[config.mk]
export PLATFORM = sky130hd
export DESIGN_NAME = escape_sequence_decoder
export DESIGN_NICKNAME = d
export VERILOG_FILES = /design/src/rtl/esd_pkg.sv /design/src/rtl/esd_decode.sv /design/src/rtl/esd_out_queue.sv /design/src/rtl/escape_sequence_decoder.sv
export VERILOG_INCLUDE_DIRS = /design/src /design/src/rtl
export SDC_FILE = /design/constraint.sdc
export NUM_CORES = 1
export LEC_CHECK = 0
export ABC_AREA = 1
export BUFFER_PORTS_ARGS = -buffer_cell sky130_fd_sc_hd__buf_4
export CORE_MARGIN = 8
export CORE_UTILIZATION = 55
export CTS_CLUSTER_SIZE = 40
export DETAILED_ROUTE_END_ITERATION = 8
export GPL_ROUTABILITY_DRIVEN = 0
export PLACE_DENSITY = 0.76
export SLEW_MARGIN = 30
export SYNTH_ARGS = -nofsm -noshare
export SYNTH_HDL_FRONTEND = slang
export SYNTH_HIERARCHICAL = 1
export SYNTH_SLANG_ARGS = --single-unit
[constraint.sdc]
create_clock -name clock -period 2.8 [get_ports clock]
set_clock_uncertainty 0.2 [all_clocks]
set_input_delay 0.28 -clock clock [delete_from_list [all_inputs] [get_ports clock]]
set_output_delay 0.28 -clock clock [all_outputs]
set_load 0.005 [all_outputs]
[src/rtl/assert_macros.svh]
// Assertion macros shared by the RTL.
`ifndef ASSERT_MACROS_SVH
`define ASSERT_MACROS_SVH

`ifndef NO_ASSERTIONS

`define ESD_ASSERT_IMPL(label, clk, rst, ante, cons) \
   label: assert property (@(posedge clk) disable iff (rst) (ante) |-> (cons)) \
      else $error("assertion failed");

`define ESD_ASSERT_NEXT(label, clk, rst, ante, cons) \
   label: assert property (@(posedge clk) disable iff (rst) (ante) |=> (cons)) \
      else $error("assertion failed");

`else

`define ESD_ASSERT_IMPL(label, clk, rst, ante, cons)

`define ESD_ASSERT_NEXT(label, clk, rst, ante, cons)

`endif

`endif

[src/rtl/esd_pkg.sv]
`default_nettype none

package esd_pkg;

   localparam logic [1:0] ModeNormal = 2'd0;
   localparam logic [1:0] ModeEsc    = 2'd1;
   localparam logic [1:0] ModeHexHi  = 2'd2;
   localparam logic [1:0] ModeHexLo  = 2'd3;

   localparam logic [7:0] CharBackslash   = 8'h5C;
   localparam logic [7:0] CharDoubleQuote = 8'h22;
   localparam logic [7:0] CharSingleQuote = 8'h27;
   localparam logic [7:0] CharQuestion    = 8'h3F;
   localparam logic [7:0] CharNewline     = 8'h0A;
   localparam logic [7:0] CharTab         = 8'h09;
   localparam logic [7:0] CharReturn      = 8'h0D;
   localparam logic [7:0] CharBackspace   = 8'h08;
   localparam logic [7:0] CharLowerN      = 8'h6E;
   localparam logic [7:0] CharLowerT      = 8'h74;
   localparam logic [7:0] CharLowerR      = 8'h72;
   localparam logic [7:0] CharLowerB      = 8'h62;
   localparam logic [7:0] CharLowerX      = 8'h78;
   localparam logic [7:0] CharDigit0      = 8'h30;
   localparam logic [7:0] CharDigit9      = 8'h39;
   localparam logic [7:0] CharLowerA      = 8'h61;
   localparam logic [7:0] CharLowerF      = 8'h66;
   localparam logic [7:0] CharUpperA      = 8'h41;
   localparam logic [7:0] CharUpperF      = 8'h46;

   localparam logic [4:0] HexNone = 5'h10;

   typedef struct packed {
      logic [7:0] out_byte;
      logic       run_last;
      logic       string_done;
   } result_type;

   typedef struct packed {
      logic [1:0] count;
      result_type first;
      result_type second;
   } dec_out_type;

   // bit 4 set: not a hex digit
   function automatic logic [4:0] hex_value(input logic [7:0] c);
      logic [4:0] v;
      v = HexNone;
      if (c >= CharDigit0 && c <= CharDigit9) begin
         v = {1'b0, c[3:0]};
      end else if ((c >= CharLowerA && c <= CharLowerF) ||
                   (c >= CharUpperA && c <= CharUpperF)) begin
         v = {1'b0, c[3:0] + 4'd9};
      end
      return v;
   endfunction

endpackage

`default_nettype wire

[src/rtl/esd_decode.sv]
`default_nettype none
`include "assert_macros.svh"

module esd_decode import esd_pkg::*; (
   input  wire logic        clock,
   input  wire logic        reset,
   input  wire logic        accept,
   input  wire logic [7:0]  ch,
   input  wire logic        string_end,
   output dec_out_type      dec
);

   logic [1:0] mode_ff, mode_in;
   logic [3:0] nibble_ff, nibble_in;
   logic       hvalid_ff, hvalid_in;
   logic [1:0] n;
   logic [7:0] b0, b1;
   logic [4:0] h;

   always_comb begin
      mode_in   = mode_ff;
      nibble_in = nibble_ff;
      hvalid_in = hvalid_ff;
      n         = 2'd0;
      b0        = CharQuestion;
      b1        = ch;
      h         = hex_value(ch);
      unique case (mode_ff)
         ModeNormal: begin
            if (ch == CharBackslash) begin
               mode_in = ModeEsc;
               if (string_end) begin
                  n  = 2'd1;
                  b0 = CharBackslash;
               end
            end else begin
               n  = 2'd1;
               b0 = ch;
            end
         end
         ModeEsc: begin
            mode_in = ModeNormal;
            n       = 2'd1;
            unique case (ch)
               CharLowerN:      b0 = CharNewline;
               CharLowerT:      b0 = CharTab;
               CharLowerR:      b0 = CharReturn;
               CharLowerB:      b0 = CharBackspace;
               CharBackslash:   b0 = CharBackslash;
               CharDoubleQuote: b0 = CharDoubleQuote;
               CharSingleQuote: b0 = CharSingleQuote;
               CharLowerX: begin
                  mode_in = ModeHexHi;
                  n       = string_end ? 2'd1 : 2'd0;
                  b0      = CharQuestion;
               end
               default: begin
                  n  = 2'd2;
                  b0 = CharBackslash;
               end
            endcase
         end
         ModeHexHi: begin
            hvalid_in = !h[4];
            nibble_in = h[4] ? 4'd0 : h[3:0];
            mode_in   = ModeHexLo;
            if (string_end) begin
               n  = 2'd1;
               b0 = CharQuestion;
            end
         end
         default: begin
            n         = 2'd1;
            b0        = (hvalid_ff && !h[4]) ? {nibble_ff, h[3:0]} : CharQuestion;
            mode_in   = ModeNormal;
            nibble_in = 4'd0;
            hvalid_in = 1'b0;
         end
      endcase
      if (string_end) begin
         mode_in   = ModeNormal;
         nibble_in = 4'd0;
         hvalid_in = 1'b0;
      end
   end

   always_comb begin
      dec.count              = n;
      dec.first.out_byte     = b0;
      dec.first.run_last     = (n == 2'd1);
      dec.first.string_done  = string_end && (n == 2'd1);
      dec.second.out_byte    = b1;
      dec.second.run_last    = 1'b1;
      dec.second.string_done = string_end;
   end

   always_ff @(posedge clock) begin
      if (reset) begin
         mode_ff   <= ModeNormal;
         nibble_ff <= 4'd0;
         hvalid_ff <= 1'b0;
      end else if (accept) begin
         mode_ff   <= mode_in;
         nibble_ff <= nibble_in;
         hvalid_ff <= hvalid_in;
      end
   end

   `ESD_ASSERT_NEXT(a_end_clears_mode, clock, reset, accept && string_end, mode_ff == ModeNormal)
   `ESD_ASSERT_IMPL(a_end_emits, clock, reset, accept && string_end, n != 2'd0)
   `ESD_ASSERT_IMPL(a_hvalid_mode, clock, reset, hvalid_ff || nibble_ff != 4'd0, mode_ff == ModeHexLo)

endmodule

`default_nettype wire

[src/rtl/esd_out_queue.sv]
`default_nettype none
`include "assert_macros.svh"

module esd_out_queue import esd_pkg::*; #(
   parameter int Depth = 4
) (
   input  wire logic        clock,
   input  wire logic        reset,
   input  wire logic        push_valid,
   input  wire dec_out_type push,
   output logic             full2,
   output logic             pop_valid,
   input  wire logic        pop,
   output result_type       head
);

   localparam int PtrW = (Depth > 1) ? $clog2(Depth) : 1;
   localparam int CntW = $clog2(Depth + 1);

   result_type mem_ff [Depth];
   logic [PtrW-1:0] wr_ff, wr_in, rd_ff, rd_in, wr1, wr2;
   logic [CntW-1:0] cnt_ff, cnt_in;
   logic [1:0]      pushed;

   function automatic logic [PtrW-1:0] inc(input logic [PtrW-1:0] p);
      return (p == PtrW'(Depth - 1)) ? '0 : p + 1'b1;
   endfunction

   always_comb begin
      wr1    = inc(wr_ff);
      wr2    = inc(wr1);
      pushed = push_valid ? push.count : 2'd0;
      unique case (pushed)
         2'd0:    wr_in = wr_ff;
         2'd1:    wr_in = wr1;
         default: wr_in = wr2;
      endcase
      rd_in  = pop ? inc(rd_ff) : rd_ff;
      cnt_in = cnt_ff + CntW'(pushed) - CntW'(pop);
   end

   always_ff @(posedge clock) begin
      if (reset) begin
         wr_ff  <= '0;
         rd_ff  <= '0;
         cnt_ff <= '0;
      end else begin
         wr_ff  <= wr_in;
         rd_ff  <= rd_in;
         cnt_ff <= cnt_in;
      end
   end

   always_ff @(posedge clock) begin
      if (pushed != 2'd0) begin
         mem_ff[wr_ff] <= push.first;
      end
      if (pushed == 2'd2) begin
         mem_ff[wr1] <= push.second;
      end
   end

   assign full2     = (cnt_ff > CntW'(Depth - 2));
   assign pop_valid = (cnt_ff != '0);
   assign head      = mem_ff[rd_ff];

   `ESD_ASSERT_IMPL(a_cnt_range, clock, reset, 1'b1, cnt_ff <= CntW'(Depth))
   `ESD_ASSERT_IMPL(a_room, clock, reset, pushed != 2'd0, cnt_ff <= CntW'(Depth - 2))
   `ESD_ASSERT_NEXT(a_push_shows, clock, reset, pushed != 2'd0, cnt_ff != '0)

endmodule

`default_nettype wire

[src/rtl/escape_sequence_decoder.sv]
// Channel  Direction  Payload                                        Handshake
// req      in         req_ch[7:0], req_string_end                    req_valid / req_stall
// rsp      out        rsp_out_byte[7:0], rsp_run_last, rsp_string_done rsp_valid / rsp_stall
//
// One input item per cycle while req_stall is low; each item yields zero, one or two results.
// Results enter the queue on accept and leave it one per cycle while rsp_stall is low.
// req_stall is high while the queue has fewer than two free slots; each two-result
// item puts two results in the queue, so a run of them or rsp_stall backs up the input.
// Synchronous active-high reset returns the decoder to plain text and empties the queue.
`default_nettype none

module escape_sequence_decoder import esd_pkg::*; #(
   parameter int QueueDepth = 4
) (
   input  wire logic       clock,
   input  wire logic       reset,
   input  wire logic       req_valid,
   output logic            req_stall,
   input  wire logic [7:0] req_ch,
   input  wire logic       req_string_end,
   output logic            rsp_valid,
   input  wire logic       rsp_stall,
   output logic [7:0]      rsp_out_byte,
   output logic            rsp_run_last,
   output logic            rsp_string_done
);

   logic        accept;
   logic        full2;
   dec_out_type dec;
   result_type  head;

   assign accept = req_valid && !full2;
   assign req_stall = full2;

   esd_decode u_decode (
      .clock      (clock),
      .reset      (reset),
      .accept     (accept),
      .ch         (req_ch),
      .string_end (req_string_end),
      .dec        (dec)
   );

   esd_out_queue #(
      .Depth (QueueDepth)
   ) u_queue (
      .clock      (clock),
      .reset      (reset),
      .push_valid (accept),
      .push       (dec),
      .full2      (full2),
      .pop_valid  (rsp_valid),
      .pop        (rsp_valid && !rsp_stall),
      .head       (head)
   );

   assign rsp_out_byte    = head.out_byte;
   assign rsp_run_last    = head.run_last;
   assign rsp_string_done = head.string_done;

endmodule

`default_nettype wire
==> results.sh, run 1 <==
export IMPL_cts_setup_buffers=0
export IMPL_first_pass_iters=5
export IMPL_cts_num_sinks=56
export IMPL_worstSetupPathType="input pin to register"
export IMPL_clock_latency_ns=0.30
export IMPL_status="completed"
export IMPL_ant_nets=0
export IMPL_max_vdd_ir_drop_uv=451
export IMPL_syn_area_mm2=0.00374
export IMPL_antenna_found_initial=0
export IMPL_dieArea_mm2=0.00970
export IMPL_cp_arrival_ns=2.61
export IMPL_cts_hold_fix_buffers=0
export IMPL_rows=30
export IMPL_synth_cells=473
export IMPL_crit_required_ns=2.81
export IMPL_whs_path_depth=2
export IMPL_max_slew_margin_pct=59.4
export IMPL_wl_um=8230
export IMPL_hold_viol=0
export IMPL_cap_viol_max_count=0
export IMPL_comb_power_share_pct=39.4
export IMPL_worst_slew_pin_slew_ns=0.602
export IMPL_finalCriticalPeriod_ns=2.60
export IMPL_finalCritPeriodShare_pct=93.0
export IMPL_grt_pass1_vias=3102
export IMPL_report_final_slew_viol_count=0
export IMPL_avgSynthCellArea_um2=7.91
export IMPL_drt_wirelength_per_cell_um=14.0
export IMPL_fmax_mhz=384
export IMPL_synth_nets=500
export IMPL_die_w_um=98.5
export IMPL_drive_gt1_share_pct=21.8
export IMPL_nNetsFinal=536
export IMPL_cts_resized=0
export IMPL_via_count=3167
export IMPL_power_frac_clock_pct=19.2
export IMPL_rsz0062_at_grt="no"
export IMPL_yosysSeqAreaShare_pct=40.7
export IMPL_htreeDepth=2
export IMPL_hold_path_class="input pin to register"
export IMPL_switching_share_pct=34.0
export IMPL_dp_hpwl_um=6190
export IMPL_yosysWarnings=6
export IMPL_power_switching_uw=912
export IMPL_endpoint_kind="register"
export IMPL_io_pins=25
export IMPL_rrSetupSlack_ns=0.24
export IMPL_reg2reg_depth=13
export IMPL_finalPower_mw=2.68
export IMPL_core_area_mm2=0.00668
export IMPL_p_int_mw=1.77
export IMPL_setup_viol=0
export IMPL_die_height_um=98.5
export IMPL_powerDensity_mw_per_mm2=633
export IMPL_cp_start_kind="input pin"
export IMPL_ys_ff_latch=56
export IMPL_synthToLayoutAreaGrowth_pct=13.1
export IMPL_drtIter0Drc=198
export IMPL_cts_root_buf="clkbuf_8"
export IMPL_grt_ovfl_total=0
export IMPL_start_util_pct=56.0
export IMPL_cts_buffers=5
export IMPL_io_buffer_count=24
export IMPL_cts_tree="yes"
export IMPL_clk_pin_slew_ns=0.10
export IMPL_clock_path_buffers=2
export IMPL_grt_pass1_wl_um=14100
export IMPL_n_antenna_cell=0
export IMPL_vias_per_cell=5.37
export IMPL_track_usage_pct=17.9
export IMPL_leakage_nw=2.02
export IMPL_pwr_share_seq_pct=41.4
export IMPL_ys_types=33
export IMPL_drc_errors=0
export IMPL_grt_max_degree=22
export IMPL_whs_ns=0.0270
export IMPL_crit_fanout=4
layout make-up:
type	count	area, um2
Sequential cell	56	1520
Inverter	52	195
Tap cell	80	100
Clock buffer	6	72.6
Multi-Input combinational cell	340	1830
Timing Repair Buffer	54	480
Fill cell	585	2450
Clock inverter	2	35.0
path summary, 6_finish.rpt:
check / endpoint / startpoint
setup / recovery: u_queue/cnt_ff[2] / req_ch[0]
hold / removal: u_decode/nibble_ff[2] / reset
setup reg to reg: u_queue/cnt_ff[2] / u_decode/mode_ff[1]
hold reg to reg: u_decode/nibble_ff[0] / u_decode/nibble_ff[0]
registers in the layout, indices dropped and copies added, names as in the netlist, named ones only:
register            cells
u_queue/rd_ff           2
u_queue/mem_ff         40
u_queue/wr_ff           2
u_decode/nibble_ff      4
u_queue/cnt_ff          3
u_decode/mode_ff        2
u_decode/hvalid_ff      1
power by group through the flow:
stage / clock network [mW] / registers [mW] / logic [mW]
global placement: 0 / 1.13 / 1.04
floorplan: 0 / 1.10 / 0.655
detailed placement: 0 / 1.13 / 1.07
CTS: 0.526 / 1.11 / 1.07
global route: 0.556 / 1.12 / 1.20
finish: 0.515 / 1.11 / 1.06
synth_stat cells (all sizes together):
cell type,instances,area [um2]
inv,52,195
o22ai,10,62.6
o211ai,1,7.51
nand2,133,572
ha,13,163
clkbuf,5,18.8
o21ai,75,450
xor2,1,8.76
nand4,1,6.26
buf,20,180
nor2,56,249
fa,1,20.0
or2,1,6.26
nor3,1,5.00
nand3,26,135
a21oi,18,124
a31oi,1,6.26
dfxtp,16,320
edfxtp,40,1200
nand3b,1,7.51
conb,1,3.75
critical path, cell delays in order:
cell and delay, ns:
buf_4 0.11, inv_1 0.09, ha_1 0.24, nand2_1 0.08, nor2_1 0.13, nand2_1 0.09, nand2_1 0.07, nor2_1 0.05
nand2_2 0.07, nand2_2 0.06, nand2_2 0.06, nand2_1 0.07, ha_1 0.27, inv_1 0.04, ha_1 0.18, fa_1 0.37
xor2_1 0.18, nand2_1 0.07, nand2_1 0.06, nor2_1 0.04
kinds of logic (layout without fill, tap and decap cells):
kind of cell | after synthesis | after routing | share of synthesized area, %
XOR/XNOR | 1 | 1 | 0.234
AND/OR/NAND/NOR | 219 | 219 | 26.2
other | 1 | 1 | 0.100
flip-flops | 56 | 56 | 40.7
adder cells (fa/ha/maj) | 14 | 14 | 4.88
buffers and inverters | 77 | 114 | 10.5
AO/OA/AOI/OAI | 105 | 105 | 17.4
cells in the final DEF, fill, tap and decap left out, drive strengths merged, types with 6 or more instances in the layout:
cell type	netlist	layout
a21oi	18	18
buf	20	54
clkbuf	5	6
dfxtp	16	16
edfxtp	40	40
ha	13	13
inv	52	52
nand2	133	133
nand3	26	26
nor2	56	56
o21ai	75	75
o22ai	10	10
through the flow:
| stage | instances | setup WS (ns) | util, % | area (um2) | TNS, ns |
|---|---|---|---|---|---|
| 2_1_floorplan | 473 | 0.00226 | - | 3740 | 0 |
| 3_3_place_gp | 582 | -0.0315 | 61.8 | 4130 | -0.0315 |
| 3_5_place_dp | 582 | -0.120 | 61.8 | 4130 | -0.120 |
| 4_1_cts | 590 | 0.212 | 63.4 | 4230 | 0 |
| 5_1_grt | 590 | 0.0000184 | 63.4 | 4230 | 0 |
| 6_report | 590 | 0.197 | 63.4 | 4230 | 0 |
routing by layer:
metal	track usage [%]	vias to the layer above	share of wire [%]
met5	0	-	0
met4	7.20	0	1.7
met3	3.31	11	6.9
met2	31.0	121	49
met1	21.4	1421	42
li1	-	1614	-
(Power assumes the default switching activity.)
==> inputs of run 2 (changes only) <==
--- a/config.mk
+++ b/config.mk
@@ -13,9 +13,8 @@
 export CTS_CLUSTER_SIZE = 40
 export DETAILED_ROUTE_END_ITERATION = 8
 export GPL_ROUTABILITY_DRIVEN = 0
-export PLACE_DENSITY = 0.76
+export PLACE_DENSITY = 0.77
 export SLEW_MARGIN = 30
 export SYNTH_ARGS = -nofsm -noshare
 export SYNTH_HDL_FRONTEND = slang
-export SYNTH_HIERARCHICAL = 1
 export SYNTH_SLANG_ARGS = --single-unit
==> results.sh, run 2 <==
export IMPL_synth_commonest_cells="nand2_1 (101), nor2_1 (68), o21ai_0 (56), inv_1 (41), edfxtp_1 (36)"
export IMPL_track_usage_pct=20.2
export IMPL_htreeDepth=2
export IMPL_yosysTopAreaCellShare_pct=31.0
export IMPL_grt_ovfl_total=0
export IMPL_slowest_stage="fa_1"
export IMPL_largest_reg_flops=40
export IMPL_core_area_mm2=0.00624
export IMPL_endpoint_kind="register"
export IMPL_yosysWarnings=0
export IMPL_clock_latency_ns=0.32
export IMPL_cts_num_sinks=56
export IMPL_final_core_util_pct=62.7
export IMPL_async_flop_share_pct=0
export IMPL_ant_nets=0
export IMPL_dp_hpwl_um=6720
export IMPL_hold_viol=0
export IMPL_die_w_um=95.6
export IMPL_finalCritPeriodShare_pct=91.5
export IMPL_grt_max_degree=22
export IMPL_avgSynthCellArea_um2=7.68
export IMPL_dieArea_mm2=0.00914
export IMPL_whs_path_depth=2
export IMPL_cts_tree="yes"
export IMPL_critical_path_cell_chain="buf_4, inv_1, ha_1, nand3_1, nor3_4, nand2_1, nand2_2, inv_2, nor2_2, nand2_2, nand2_4, inv_1, ha_1, fa_1, o21ai_0, a21oi_1"
export IMPL_crit_family="adder cells"
export IMPL_hold_path_class="input pin to register"
export IMPL_via_count=3204
export IMPL_io_pins=25
export IMPL_finalPower_mw=2.83
export IMPL_cp_start_kind="input pin"
export IMPL_cp_arrival_ns=2.57
export IMPL_max_slew_margin_pct=64.9
export IMPL_reg2reg_depth=9
export IMPL_rrSetupSlack_ns=0.33
export IMPL_drive_gt1_share_pct=16.1
export IMPL_drt_wirelength_per_cell_um=15.2
export IMPL_max_vdd_ir_drop_uv=437
export IMPL_wl_um=8610
export IMPL_cap_viol_max_count=0
export IMPL_top_regs="u_queue.mem_ff (40), u_decode.nibble_ff (4), u_queue.cnt_ff (3)"
export IMPL_report_final_slew_viol_count=0
export IMPL_setup_viol=0
export IMPL_largest_register="u_queue.mem_ff"
export IMPL_numPlacedInstances=559
export IMPL_preCtsSetupSlack_ns=-0.0863
export IMPL_path_buf_inv=4
export IMPL_finalCriticalPeriod_ns=2.56
export IMPL_rsz0062_at_grt="no"
export IMPL_drtIter0Drc=459
export IMPL_synthToLayoutAreaGrowth_pct=12.3
export IMPL_nNetsFinal=518
export IMPL_synth_cells=454
export IMPL_synth_area_leaders="edfxtp_1 (31%), dfxtp_1 (11%), nand2_1 (11%), o21ai_0 (8.0%), nor2_1 (7.3%)"
export IMPL_min_delay_start="reset"
export IMPL_powerDensity_mw_per_mm2=723
export IMPL_io_buffer_count=24
export IMPL_cts_setup_buffers=0
export IMPL_antenna_found_initial=0
export IMPL_synth_most_common_cell="nand2_1"
export IMPL_layout_common_cells="nand2_1 (101), nor2_1 (68), o21ai_0 (56)"
export IMPL_n_antenna_cell=0
export IMPL_hold_end="u_decode.nibble_ff[3]"
export IMPL_max_stage_delay_ns=0.38
export IMPL_ys_flop_type="edfxtp_1"
export IMPL_ys_ff_latch=56
export IMPL_finalNonFillerCells=567
export IMPL_fmax_mhz=390
export IMPL_worst_slew_pin_slew_ns=0.526
export IMPL_drc_errors=0
export IMPL_worstSetupPathType="input pin to register"
export IMPL_vias_per_cell=5.65
export IMPL_start_util_pct=55.9
export IMPL_status="completed"
export IMPL_cts_hold_fix_buffers=0
export IMPL_layout_cells_most_common="nand2_1"
export IMPL_clk_pin_slew_ns=0.11
export IMPL_die_height_um=95.6
export IMPL_cts_buffers=5
export IMPL_crit_required_ns=2.81
export IMPL_synth_nets=483
export IMPL_whs_ns=0.0126
export IMPL_grt_pass1_vias=3152
export IMPL_syn_area_mm2=0.00349
export IMPL_leakage_nw=1.77
export IMPL_first_pass_iters=5
export IMPL_rr_startpoint="u_decode.mode_ff[0]"
export IMPL_ys_types=34
export IMPL_clock_path_buffers=2
export IMPL_yosysSeqAreaShare_pct=42.5
export IMPL_cts_resized=0
export IMPL_rows=29
export IMPL_r2r_end="u_queue.mem_ff[2][8]"
export IMPL_grt_pass1_wl_um=14600
export IMPL_synth_edf_count=36
export IMPL_cts_root_buf="clkbuf_8"
export IMPL_crit_fanout=8
export IMPL_setup_ws_ns=0.239
export IMPL_yosysTopAreaCell="edfxtp_1"
## run 2: kinds of logic (layout without fill, tap and decap cells)
logic type / count (synthesis) / after routing / share of synthesized area (%)
simple gates: 226 / 226 / 29.2
compound gates: 92 / 92 / 14.3
buf+inv: 61 / 97 / 7.25
flops: 56 / 56 / 42.5
fa+ha+maj: 16 / 16 / 5.96
xor+xnor: 2 / 2 / 0.503
mux: 1 / 1 / 0.287
## run 2: per-layer routing
layer	wire, um	share of wire (%)	GRT usage, %	up-vias
met5	0	0	0	-
met4	174	2.0	6.79	0
met3	550	6.4	2.68	21
met2	4280	50	35.8	133
met1	3610	42	24.4	1474
li1	-	-	-	1576
## run 2: worst max-delay path by stage
| stage | start | to | cells after the start |
|---|---|---|---|
| floorplan | req_ch[1] | u_queue.cnt_ff[2] | 15 |
| global placement | req_ch[0] | u_queue.cnt_ff[2] | 16 |
| detailed placement | req_ch[0] | u_queue.cnt_ff[2] | 16 |
| CTS | req_ch[0] | u_queue.cnt_ff[2] | 16 |
| global route | req_ch[0] | u_queue.cnt_ff[2] | 16 |
| finish | req_ch[0] | u_queue.cnt_ff[2] | 16 |
## run 2: cell type report
| class | instances | area (um2) |
|---|---|---|
| multi-input cells | 337 | 1750 |
| repair buffers | 41 | 308 |
| fillers | 559 | 2330 |
| clock buffers | 5 | 68.8 |
| well taps | 77 | 96.3 |
| clock inverters | 3 | 27.5 |
| flip-flops and latches | 56 | 1480 |
| inverters | 48 | 180 |
## run 2: report_power, final
part / total, mW / internal, mW / switching (mW)
sequential: 1.17 / 1.08 / 0.0895
clock: 0.466 / 0.184 / 0.282
combinational: 1.20 / 0.474 / 0.722
## run 2: through the flow
step	cell area [um2]	setup TNS [ns]
final	3910	0
after global placement	3820	0
after detailed placement	3820	-0.0941
after CTS	3910	0
after floorplan	3490	0
after global routing	3910	0
